$ cat src/sv/nfe_pkg.sv
// Shared types, widths, register indexes and datapath operation codes for the
// neural field Euler step block. No dependencies.
package nfe_pkg;

	localparam int VALUE_W = 24;
	localparam int POS_W   = 10;
	localparam int MAX_POS = 1024;
	localparam int SIZE_W  = 11;
	localparam int GAIN_W  = 16;
	localparam int SUM_W   = 34;
	localparam int SQ_W    = 58;
	localparam int NORM_W  = 29;
	localparam int CENT_W  = 18;
	localparam int WSUM_W  = 22;
	localparam int DIV_W   = 34;
	localparam int DVS_W   = 12;
	localparam int DCNT_W  = 6;
	localparam int SQRT_STEPS = 29;
	localparam int SCNT_W  = 5;
	localparam int IDX_W   = 2;
	localparam int CFG_W   = 24;

	localparam logic [IDX_W-1:0] REG_RESTING = 2'd0;
	localparam logic [IDX_W-1:0] REG_GAIN    = 2'd1;
	localparam logic [IDX_W-1:0] REG_SIZE    = 2'd2;

	localparam logic signed [VALUE_W-1:0] RESTING_RST = -24'sd20480;
	localparam logic [GAIN_W-1:0] GAIN_RST = 16'd6554;
	localparam logic [SIZE_W-1:0] SIZE_RST = 11'd1024;

	localparam logic signed [VALUE_W-1:0] ACTIVE_LEVEL = 24'sd409;
	localparam logic signed [SUM_W:0]     STABLE_LIMIT = 35'sd614;

	typedef logic [4:0] op_t;
	localparam op_t OP_NONE     = 5'd0;
	localparam op_t OP_CLR      = 5'd1;
	localparam op_t OP_READ     = 5'd2;
	localparam op_t OP_DIFF     = 5'd3;
	localparam op_t OP_MUL      = 5'd4;
	localparam op_t OP_UPD      = 5'd5;
	localparam op_t OP_ACC      = 5'd6;
	localparam op_t OP_SQ       = 5'd7;
	localparam op_t OP_WDIV_GO  = 5'd8;
	localparam op_t OP_WDIV_END = 5'd9;
	localparam op_t OP_AVG_GO   = 5'd10;
	localparam op_t OP_AVG_END  = 5'd11;
	localparam op_t OP_SQRT_GO  = 5'd12;
	localparam op_t OP_SQRT_END = 5'd13;
	localparam op_t OP_CEN_GO   = 5'd14;
	localparam op_t OP_CEN_END  = 5'd15;
	localparam op_t OP_LOAD     = 5'd16;

	typedef struct packed {
		op_t op;
	} cmd_t;

	typedef struct packed {
		logic restart;
		logic clr_last;
		logic last;
		logic need_wdiv;
		logic found;
		logic div_done;
		logic sqrt_done;
		logic out_free;
	} status_t;

endpackage

$ cat src/sv/nfe_ctrl.sv
// Controller: sequences the clearing pass, one item's update and the
// end-of-sweep statistics. Depends on nfe_pkg.
module nfe_ctrl (
	input  logic              clk,
	input  logic              arst_n,
	input  logic              in_valid,
	output logic              in_stall,
	input  nfe_pkg::status_t  status,
	output nfe_pkg::cmd_t     cmd
);

	localparam logic [3:0] S_CLEAR = 4'd0;
	localparam logic [3:0] S_IDLE  = 4'd1;
	localparam logic [3:0] S_DIFF  = 4'd2;
	localparam logic [3:0] S_MUL   = 4'd3;
	localparam logic [3:0] S_UPD   = 4'd4;
	localparam logic [3:0] S_ACC   = 4'd5;
	localparam logic [3:0] S_SQ    = 4'd6;
	localparam logic [3:0] S_WDIV  = 4'd7;
	localparam logic [3:0] S_WWAIT = 4'd8;
	localparam logic [3:0] S_AVG   = 4'd9;
	localparam logic [3:0] S_AVGW  = 4'd10;
	localparam logic [3:0] S_SQRT  = 4'd11;
	localparam logic [3:0] S_SQRTW = 4'd12;
	localparam logic [3:0] S_CEN   = 4'd13;
	localparam logic [3:0] S_CENW  = 4'd14;
	localparam logic [3:0] S_LOAD  = 4'd15;

	logic [3:0] state_q;
	logic [3:0] state_d;

	always_comb begin
		state_d = state_q;
		cmd.op  = nfe_pkg::OP_NONE;
		unique case (state_q)
			S_CLEAR: begin
				cmd.op = nfe_pkg::OP_CLR;
				if (status.clr_last)
					state_d = S_IDLE;
			end
			S_IDLE: begin
				if (in_valid) begin
					cmd.op  = nfe_pkg::OP_READ;
					state_d = S_DIFF;
				end
			end
			S_DIFF: begin
				cmd.op  = nfe_pkg::OP_DIFF;
				state_d = S_MUL;
			end
			S_MUL: begin
				cmd.op  = nfe_pkg::OP_MUL;
				state_d = S_UPD;
			end
			S_UPD: begin
				cmd.op  = nfe_pkg::OP_UPD;
				state_d = S_ACC;
			end
			S_ACC: begin
				cmd.op  = nfe_pkg::OP_ACC;
				state_d = S_SQ;
			end
			S_SQ: begin
				cmd.op = nfe_pkg::OP_SQ;
				if (status.need_wdiv)
					state_d = S_WDIV;
				else if (status.last)
					state_d = S_AVG;
				else
					state_d = S_LOAD;
			end
			S_WDIV: begin
				cmd.op  = nfe_pkg::OP_WDIV_GO;
				state_d = S_WWAIT;
			end
			S_WWAIT: begin
				if (status.div_done) begin
					cmd.op  = nfe_pkg::OP_WDIV_END;
					state_d = S_AVG;
				end
			end
			S_AVG: begin
				cmd.op  = nfe_pkg::OP_AVG_GO;
				state_d = S_AVGW;
			end
			S_AVGW: begin
				if (status.div_done) begin
					cmd.op  = nfe_pkg::OP_AVG_END;
					state_d = S_SQRT;
				end
			end
			S_SQRT: begin
				cmd.op  = nfe_pkg::OP_SQRT_GO;
				state_d = S_SQRTW;
			end
			S_SQRTW: begin
				if (status.sqrt_done) begin
					cmd.op  = nfe_pkg::OP_SQRT_END;
					state_d = status.found ? S_CEN : S_LOAD;
				end
			end
			S_CEN: begin
				cmd.op  = nfe_pkg::OP_CEN_GO;
				state_d = S_CENW;
			end
			S_CENW: begin
				if (status.div_done) begin
					cmd.op  = nfe_pkg::OP_CEN_END;
					state_d = S_LOAD;
				end
			end
			S_LOAD: begin
				// hold until the output register is free
				if (status.out_free) begin
					cmd.op  = nfe_pkg::OP_LOAD;
					state_d = S_IDLE;
				end
			end
			default: state_d = S_CLEAR;
		endcase
		if (status.restart)
			state_d = S_CLEAR;
	end

	always_ff @(posedge clk or negedge arst_n) begin
		if (!arst_n)
			state_q <= S_CLEAR;
		else
			state_q <= state_d;
	end

	assign in_stall = state_q != S_IDLE;

`ifndef SYNTHESIS
	a_div_done_in_wait: assert property (@(posedge clk) disable iff (!arst_n)
		status.div_done |-> (state_q == S_WWAIT || state_q == S_AVGW || state_q == S_CENW))
		else $error("divider finished outside a wait state");

	a_sqrt_done_in_wait: assert property (@(posedge clk) disable iff (!arst_n)
		status.sqrt_done |-> state_q == S_SQRTW)
		else $error("square root finished outside its wait state");

	a_clear_ends_idle: assert property (@(posedge clk) disable iff (!arst_n)
		(state_q == S_CLEAR && status.clr_last && !status.restart) |=> state_q == S_IDLE)
		else $error("clearing pass did not end in idle");

	a_wdiv_only_last: assert property (@(posedge clk) disable iff (!arst_n)
		(state_q == S_SQ && status.need_wdiv) |-> status.last)
		else $error("remainder division on a position that does not end the sweep");
`endif

endmodule

$ cat config.mk
export PLATFORM = sky130hd
export DESIGN_NAME = nfe_ctrl
export DESIGN_NICKNAME = d
export VERILOG_FILES = /design/src/sv/nfe_pkg.sv /design/src/sv/nfe_ctrl.sv
export SDC_FILE = /design/constraint.sdc
export NUM_CORES = 1
export LEC_CHECK = 0
export ABC_CLOCK_PERIOD_IN_PS = 1300
export BUFFER_PORTS_ARGS = -buffer_cell sky130_fd_sc_hd__buf_4
export CAP_MARGIN = 25
export CORE_AREA = 3 3 40 42
export CTS_BUF_LIST = sky130_fd_sc_hd__clkbuf_4
export DETAILED_ROUTE_END_ITERATION = 6
export DIE_AREA = 0 0 43 45
export PLACE_DENSITY_LB_ADDON = 0.25
export SYNTH_ARGS = -nofsm -noshare
export SYNTH_HDL_FRONTEND = slang
export SYNTH_SLANG_ARGS = --single-unit
$ cat constraint.sdc
create_clock -name clk -period 1.3 [get_ports clk]
set_input_delay 0.26 -clock clk [delete_from_list [all_inputs] [get_ports clk]]
set_output_delay 0.26 -clock clk [all_outputs]
set_load 0.02 [all_outputs]
[Word level (Yosys, flattened, before mapping)]
Index checks and enable logic that the tools add are counted.
Widths: inputs -> output; s select.
Storage, ports and cells
  flip-flop bits (word level): 4
  input port bits: 11
  output and inout port bits: 6
  logic and storage cells: 45
Cells by class
  equal/unequal tests: 23
  muxes and demuxes: 19
  reductions and logical operators: 2
Operators with widths (count)
  $pmux 5 s16: 1
  $pmux 4 s16: 1
  $mux 4: 13
  $eq 4x4->1 const B: 8
  $ne 3x3->1 const B: 7
  $eq 4x3->1 const B: 4
  $eq 4x2->1 const B: 2
  $reduce_and 7->1: 1
  $mux 5: 1
  $eq 4x1->1 const B: 1
  $logic_not 4->1: 1
  $mux 2: 2
  $ne 4x1->1 const B: 1
  $mux 3: 1

[Logic depth before layout (Yosys ltp)]
Gate-level depths: netlist of run 1.
  depth in word-level cells: 4
  gate-level depth with buffers: 5
  gate-level depth less buffers: 4

[Worst setup path before layout of run 1]
Ideal clock, no wire load.
  path kind: flip-flop to output port
  start point: register state_q[0]
  end point: output cmd[2] (netlist bit)
  arrival: 1.203 ns
  data required time: 1.040 ns
  setup slack: -0.163 ns
  cell stages (with the launch flop): 6
  path buffers: 2
  cells stage by stage: dfrtp_1 -> buf_6 -> clkbuf_1 -> a21oi_1 -> o22ai_1 -> nor2_1
RTL lines
  start: declaration: line nfe_ctrl.sv:29  | logic [3:0] state_q;
  start signal: assignment: line nfe_ctrl.sv:129  | state_q <= state_d;
  end: declaration: line nfe_ctrl.sv:9  | output nfe_pkg::cmd_t cmd

==> reports/metrics.yaml, run 1 <==
route:
  vias_per_cell: 5.63
  wl_um: 1970
  wl_per_cell_um: 15.4
  drt_iter0_markers: 16
  drt_drc_violations_left: 0
  postRouteAntennaNets: 0
  firstDrtPassIters: 4
  route.vias.total: 720
final_layout:
  n_antenna_cell: 0
  final_cells: 128
  layout_common_cells: "34 x buf_4, 15 x buf_6"
  layout_commonest_cell: "buf_4"
  fin_nets: 125
  final_area_um2: 1060
  fillers: 78
  drive_gt1_share_pct: 73.5
  biggestRegsByFlops: "state_q x4"
  regMostFlops: "state_q"
  largest_register_ffs: 4
  area.growth.synth_to_final_pct: 135
setup_path:
  r2r-end: "state_q[1]"
  slowest_stage: "dfrtp_2"
  endpoint_kind: "output port"
  worstPathCellList: "nand2b_1, buf_4, nand2_1, a31oi_2, buf_4"
  crit_buf_inv: 2
  max_stage_delay_ns: 0.46
  critPathTopFamily: "flip-flops"
  crit_fanout: 6
  crit_type: "reg2out"
  rrSetupSlack_ns: -0.31
  critPathRequiredTime_ns: 1.04
  worstRegToRegCells: 6
  reg2reg_from: "state_q[1]"
  crit_top_cell: "buf_4"
  cp-start-kind: "flip-flop"
  critPathArrivalTime_ns: 1.36
timing:
  finalHoldViolCount: 0
  max_freq_ghz: 0.618
  setup_ws_ns: -0.318
  maxSlewHeadroom_pct: 80.0
  rsz0062_at_grt: "yes"
  drv_slew: 0
  fin_crit_ns: 1.62
  finalSetupViolCount: 10
  fin_crit_sh_pct: 124
  tightest_slew_ns: 0.299
  fin_setup_tns_ns: -2.69
  skew_ns: 0.0151
die:
  fp-row-count: 13
  die_w_um: 43
  io_pins: 17
  initial_core_util_pct: 35.2
  fp.dieH_um: 45
  core_area_um2: 1280
  die-area_um2: 1940
power:
  netSwitchingFraction_pct: 37.6
  vdd.ir_drop.worst_mv: 0.939
  p_comb_share_pct: 55.4
  p_clk_share_pct: 25.3
  powerDensity_nw_per_um2: 790
  p_int_uw: 524
  seqPwrFrac_pct: 19.3
  p_switching_uw: 316
  p_leak_uw: 0.000470
status:
  violations: "setup timing"
  status: "complete, but fails checks"
placement:
  place.port_buffers: 16
  pre_cts_ws_ns: -0.221
  placed_cells_incl_taps: 108
  dp_hpwl_um: 1090
  placedInstanceArea_um2: 739
  gp_congestion: 0.786
logic_synthesis:
  ys_seq_area_share_pct: 22.1
  syn_nets: 74
  ys_ff_latch: 4
  syn_avg_cell_area_um2: 7.19
  synth_flop_cell: "dfrtp_1"
  synth_cells: 63
  synthArstFlopShare_pct: 100
  synth.distinct_cells: 30
  yosys_warnings: 0
  netlist_area_um2: 453
  synth_edf_count: 0
clock_tree:
  root_buffer: "clkbuf_4"
  cts_tree: "built"
  clkSlewWorstSetupHoldPaths_ns: 0.05
  htreeDepth: 1
  cts_buffer_depth: 2
  insertion_delay_ns: 0.26
  cts_made_buffers: 3
  clkSinkCount: 4
grt:
  grt.overflow.total: 0
  grt_pass1_wl_um: 3310
  grt_usage_pct: 23.0
  grt_start_max_net_pins: 10
  antenna_found_initial: 0
  grt_pass1_vias: 770
min_path:
  hold_class: "in2reg"
  min_from: "status[7]"
  holdPathStages: 2
  holdPathEnd: "state_q[2]"
flow_run:
  timing.max_cap.violations: 0
==> layer usage <==
layer / global-route usage [%] / share of wire, % / routed length, µm / up-vias
met4: 13.3 / 4.8 / 95 / 0
met2: 45.8 / 53 / 1040 / 31
met5: 0 / 0 / 0 / -
met1: 23.3 / 38 / 755 / 339
li1: - / - / - / 338
met3: 1.59 / 4.3 / 85 / 12
==> power by group through the flow <==
stage          Sequential, µW  Clock [µW]  Combinational, µW
2_1_floorplan             154           0                208
3_3_place_gp              163           0                305
3_5_place_dp              165           0                308
4_1_cts                   157         209                435
5_1_grt                   164         218                500
6_report                  162         213                466
==> area by class of cell <==
type | instances | area [µm²] | share of cell area, %
multi-input cells | 51 | 444 | 41.8
inverters | 3 | 11.3 | 1.06
repair buffers | 51 | 454 | 42.7
clock buffers | 4 | 30.0 | 2.82
flip-flops and latches | 4 | 105 | 9.88
well taps | 15 | 18.8 | 1.76
==> repair_timing <==
item	4_1_cts	5_1_grt
gates resized for setup	34	9
setup endpoints to repair	10	10
buffers inserted	15	1
hold endpoints to repair	4	0
pin swaps	18	8
hold buffers	1	0
==> synthesized netlist by cell type, drive strengths merged (2+ instances only) <==
cell type | number | area share (%)
nor3 | 4 | 5.5
nor2 | 5 | 4.1
a32oi | 2 | 5.5
a41oi | 3 | 5.8
a21oi | 3 | 3.3
nand2 | 8 | 6.6
and3 | 3 | 4.1
o22ai | 2 | 2.8
buf | 4 | 5.8
nand2b | 2 | 2.8
dfrtp | 4 | 22
nand3 | 3 | 3.3
o21ai | 5 | 5.5
nor3b | 2 | 3.3
inv | 3 | 2.5
==> worst max-delay path by stage <==
stage	startpoint	end	slack, ns	cells after the start
floorplan	state_q[0]	cmd[2]	-0.05	5
CTS	state_q[2]	cmd[2]	-0.30	6
finish	state_q[1]	cmd[0]	-0.32	5
detailed placement	state_q[2]	state_q[1]	-0.22	5
global placement	state_q[2]	state_q[1]	-0.24	5
global route	state_q[1]	cmd[0]	-0.38	5
==> metrics by stage <==
stage               power [µW]  util [%]  hold WS [ns]
CTS                        801      79.9         0.195
global placement           469      57.5        0.0591
floorplan                  363         -       -0.0356
global route               883      82.8         0.203
finish                     840      82.8         0.190
detailed placement         473      57.5        0.0591
==> logic make-up after synthesis <==
logic type | count (synthesis) | synth area share (%)
simple gates | 30 | 34.8
compound gates | 21 | 34.0
buf+inv | 8 | 9.11
flops | 4 | 22.1
Power figures use the tool's default switching activity.
==> inputs of run 2 (changes only) <==
--- a/config.mk
+++ b/config.mk
@@ -8,10 +8,10 @@
 export ABC_CLOCK_PERIOD_IN_PS = 1300
 export BUFFER_PORTS_ARGS = -buffer_cell sky130_fd_sc_hd__buf_4
 export CAP_MARGIN = 25
-export CORE_AREA = 3 3 40 42
+export CORE_MARGIN = 3
+export CORE_UTILIZATION = 32
 export CTS_BUF_LIST = sky130_fd_sc_hd__clkbuf_4
 export DETAILED_ROUTE_END_ITERATION = 6
-export DIE_AREA = 0 0 43 45
 export PLACE_DENSITY_LB_ADDON = 0.25
 export SYNTH_ARGS = -nofsm -noshare
 export SYNTH_HDL_FRONTEND = slang
==> run 2 against run 1 <==
The flow still finishes with violations (setup timing). Total power up 7.1%. Clock skew down 0.0065 ns. Die area decreased by 1.7%. Sequential share of layout area shrank 0.19 points. Final area grew 2.0%. Clock-buffer cell count did not move. Critical path type unchanged. Largest power group unchanged.
==> reports/metrics.yaml, run 2 (synthesis gave the netlist of run 1 again) <==
status:
  status: "complete, but fails checks"
  violations: "setup timing"
grt:
  grt_usage_pct: 21.9
  antenna_found_initial: 0
  grt_start_max_net_pins: 10
  grt_pass1_wl_um: 3120
  grt_pass1_vias: 717
  grt.overflow.total: 0
route:
  wl_per_cell_um: 17.9
  wl_um: 2280
  drt_iter0_markers: 19
  route.vias.total: 735
  drt_drc_violations_left: 0
  postRouteAntennaNets: 0
  firstDrtPassIters: 4
  vias_per_cell: 5.79
clock_tree:
  cts_buffer_depth: 2
  cts_made_buffers: 3
  cts_tree: "built"
  root_buffer: "clkbuf_4"
  insertion_delay_ns: 0.26
  htreeDepth: 1
  clkSinkCount: 4
  clkSlewWorstSetupHoldPaths_ns: 0.04
setup_path:
  crit_top_cell: "buf_6"
  cp-start-kind: "flip-flop"
  endpoint_kind: "output port"
  max_stage_delay_ns: 0.42
  crit_buf_inv: 2
  critPathTopFamily: "flip-flops"
  slowest_stage: "dfrtp_2"
  critPathArrivalTime_ns: 1.40
  crit_fanout: 5
  worstPathCellList: "buf_6, nand2b_1, nand3_2, a22o_1, buf_6"
  crit_type: "reg2out"
  rrSetupSlack_ns: -0.33
  critPathRequiredTime_ns: 1.04
final_layout:
  biggestRegsByFlops: "state_q x4"
  fillers: 64
  area.growth.synth_to_final_pct: 140
  largest_register_ffs: 4
  layout_commonest_cell: "buf_4"
  drive_gt1_share_pct: 75.2
  final_cells: 127
  regMostFlops: "state_q"
  layout_common_cells: "35 x buf_4, 15 x buf_6"
  n_antenna_cell: 0
  fin_nets: 125
die:
  fp.dieH_um: 43.6
  die_w_um: 43.6
  initial_core_util_pct: 37.2
  die-area_um2: 1900
  fp-row-count: 12
  core_area_um2: 1220
  io_pins: 17
timing:
  finalSetupViolCount: 10
  tightest_slew_ns: 0.286
  finalHoldViolCount: 0
  drv_slew: 0
  setup_ws_ns: -0.358
  fin_crit_sh_pct: 128
  fin_setup_tns_ns: -2.70
  max_freq_ghz: 0.603
  maxSlewHeadroom_pct: 80.9
  fin_crit_ns: 1.66
  skew_ns: 0.00857
  rsz0062_at_grt: "yes"
flow_run:
  timing.max_cap.violations: 0
placement:
  place.port_buffers: 16
  dp_hpwl_um: 1100
  placed_cells_incl_taps: 102
  gp_congestion: 0.785
power:
  powerDensity_nw_per_um2: 829
  p_leak_uw: 0.000472
  vdd.ir_drop.worst_mv: 0.757
min_path:
  hold_class: "in2reg"
[run 2: power by group]
group / internal [µW] / switching (µW)
logic: 276 / 243
clock network: 138 / 76.8
registers: 139 / 27.7
[run 2: worst paths after layout]
kind,startpoint,to,cells past startpoint
worst min-delay path,status[7],state_q[2],2
worst min register to register,state_q[2],state_q[2],3
worst max register to register,state_q[1],state_q[1],6
worst max-delay path,state_q[2],cmd[3],5
max in group asynchronous,arst_n,state_q[2],2
min in group asynchronous,arst_n,state_q[1],2
[run 2: what timing repair did]
action,CTS,global route
setup endpoints to repair,9,10
setup buffers,16,4
resized for setup,34,14
hold buffers,1,0
endpoints found under the hold margin,4,0
pin swaps,14,13
[run 2: routing by layer]
layer	routed length, µm	vias up	GRT usage (%)
li1	-	339	-
met1	851	345	24.6
met2	1180	41	38.4
met3	172	10	4.56
met4	78	0	10.8
met5	0	-	0
[run 2: layout make-up]
type / instances / area (µm²) / area share, %
Clock buffer: 4 / 30.0 / 2.77
Inverter: 3 / 13.8 / 1.27
Sequential cell: 4 / 105 / 9.69
Timing Repair Buffer: 51 / 442 / 40.7
Tap cell: 14 / 17.5 / 1.61
Multi-Input combinational cell: 51 / 477 / 43.9
[run 2: through the flow]
step	cell area [µm²]	worst slack, ns	hold slack (ns)	util, %	total power, µW
final	1080	-0.358	0.179	89.2	900
after global routing	1080	-0.410	0.182	89.2	963
after CTS	986	-0.322	0.182	81.1	824
after detailed placement	701	-0.239	0.0572	57.6	466
after global placement	701	-0.242	0.0566	57.6	461
after floorplan	509	-0.0457	-0.0356	-	363
==> inputs of run 3 (changes only) <==
--- a/config.mk
+++ b/config.mk
@@ -13,6 +13,7 @@
 export CTS_BUF_LIST = sky130_fd_sc_hd__clkbuf_4
 export DETAILED_ROUTE_END_ITERATION = 6
 export PLACE_DENSITY_LB_ADDON = 0.25
+export REMOVE_ABC_BUFFERS = 1
 export SYNTH_ARGS = -nofsm -noshare
 export SYNTH_HDL_FRONTEND = slang
 export SYNTH_SLANG_ARGS = --single-unit
==> run 3 against run 2 <==
The run still ends with setup timing left. Wire length is 2.7% lower. Non-clock buffer count shrank 1. Setup slack got worse by 0.053 ns. Clock power decreased by 19%. Sequential power is essentially flat. Worst hold slack better by 0.022 ns. Critical path type is now reg2reg. Critical endpoint is now state_q[1]. Largest power group unchanged.
==> reports/metrics.yaml, run 3 (synthesis gave the netlist of run 1 again) <==
placement:
  placed_cells_incl_taps: 108
  dp_hpwl_um: 1170
  gp_congestion: 0.923
  place.port_buffers: 16
route:
  drt_drc_violations_left: 0
  route.vias.total: 752
  vias_per_cell: 6.02
  wl_per_cell_um: 17.7
  wl_um: 2220
  postRouteAntennaNets: 0
  firstDrtPassIters: 4
  drt_iter0_markers: 38
grt:
  grt_usage_pct: 22.3
  antenna_found_initial: 0
  grt_start_max_net_pins: 11
  grt.overflow.total: 0
  grt_pass1_wl_um: 3110
  grt_pass1_vias: 687
final_layout:
  final_cells: 125
  area.growth.synth_to_final_pct: 115
  largest_register_ffs: 4
  regMostFlops: "state_q"
  drive_gt1_share_pct: 65.8
  n_antenna_cell: 0
  biggestRegsByFlops: "state_q x4"
  fin_nets: 124
  layout_common_cells: "39 x buf_4, 10 x buf_6, 5 x nand2_1, 5 x nor2_1, 4 x dfrtp_2"
  layout_commonest_cell: "buf_4"
die:
  fp-row-count: 12
  io_pins: 17
  die-area_um2: 1900
  initial_core_util_pct: 37.2
  fp.dieH_um: 43.6
  die_w_um: 43.6
  core_area_um2: 1220
power:
  vdd.ir_drop.worst_mv: 0.679
  powerDensity_nw_per_um2: 816
  p_leak_uw: 0.000436
clock_tree:
  htreeDepth: 1
  clkSlewWorstSetupHoldPaths_ns: 0.05
  cts_buffer_depth: 2
  cts_made_buffers: 3
  cts_tree: "built"
  clkSinkCount: 4
  insertion_delay_ns: 0.25
  root_buffer: "clkbuf_4"
status:
  violations: "setup timing"
  status: "complete, but fails checks"
setup_path:
  crit_type: "reg2reg"
  cp-start-kind: "flip-flop"
  worstPathCellList: "buf_4, and3b_1, o211ai_1, a41oi_1, o221a_1"
  slowest_stage: "dfrtp_2"
  critPathRequiredTime_ns: 1.43
  critPathTopFamily: "compound AO/OA/AOI/OAI gates"
  crit_buf_inv: 1
  crit_fanout: 4
  critPathArrivalTime_ns: 1.84
  endpoint_kind: "flip-flop"
  max_stage_delay_ns: 0.44
timing:
  finalHoldViolCount: 0
  fin_crit_ns: 1.71
  drv_slew: 0
  fin_crit_sh_pct: 132
  maxSlewHeadroom_pct: 72.3
  tightest_slew_ns: 0.414
  skew_ns: 0.00733
  whs_ns: 0.201
  max_freq_ghz: 0.585
  finalSetupViolCount: 9
  setup_ws_ns: -0.410
  rsz0062_at_grt: "yes"
flow_run:
  timing.max_cap.violations: 0
min_path:
  hold_class: "in2reg"
## run 3: changes by cell type in the layout (fill, tap and decap cells not counted), moves of 2 or more
cell	change
o21ai_0	+3
o21ai_1	-2
nor3_1	+2
buf_6	-5
buf_4	+4
nand2_4	-2
## run 3: worst paths after layout
| check | from | end | slack, ns | depth (start not counted) |
|---|---|---|---|---|
| setup / recovery | state_q[0] | state_q[1] | -0.41 | 5 |
| hold / removal | status[7] | state_q[2] | 0.20 | 2 |
| setup reg to reg | state_q[0] | state_q[1] | -0.41 | 5 |
| hold reg to reg | state_q[1] | state_q[2] | 0.76 | 3 |
| max in group asynchronous | arst_n | state_q[1] | 0.84 | 2 |
| min in group asynchronous | arst_n | state_q[3] | 0.34 | 2 |
## run 3: where the power goes
| part | internal, µW | switching, µW | total, µW |
|---|---|---|---|
| Combinational | 240 | 219 | 459 |
| Clock | 104 | 68.4 | 173 |
| Sequential | 139 | 24.6 | 163 |
| Total | 483 | 312 | 795 |
## run 3: area by class of cell
type / instances / area (µm²)
multi-input cells: 51 / 400
clock buffers: 3 / 22.5
fillers: 80 / 241
inverters: 3 / 13.8
flip-flops and latches: 4 / 105
well taps: 14 / 17.5
repair buffers: 50 / 415
## run 3: per-stage QoR
stage          setup TNS [ns]  power, µW  worst slack (ns)  util (%)  cell area, µm²
2_1_floorplan          -0.829        303            -0.220         -             423
3_3_place_gp            -1.16        469            -0.233      58.4             711
4_1_cts                 -2.50        734            -0.310      73.6             895
6_report                -3.00        795            -0.410      80.1             975
5_1_grt                 -3.56        841            -0.492      80.1             975
3_5_place_dp            -1.29        474            -0.259      58.4             711
## run 3: what timing repair did
action                     CTS  global route
gates resized for setup     24             9
setup endpoints to repair    9            10
pin swaps                   12            11
hold endpoints to repair     4             0
hold buffers                 1             0
setup buffers               10             4
## run 3: routing by layer
metal / share of wire, % / GRT usage (%) / vias up
met5: 0 / 0 / -
met4: 4.9 / 12.0 / 0
met3: 9.8 / 4.98 / 14
met2: 45 / 32.6 / 61
met1: 40 / 30.0 / 343
li1: - / - / 334
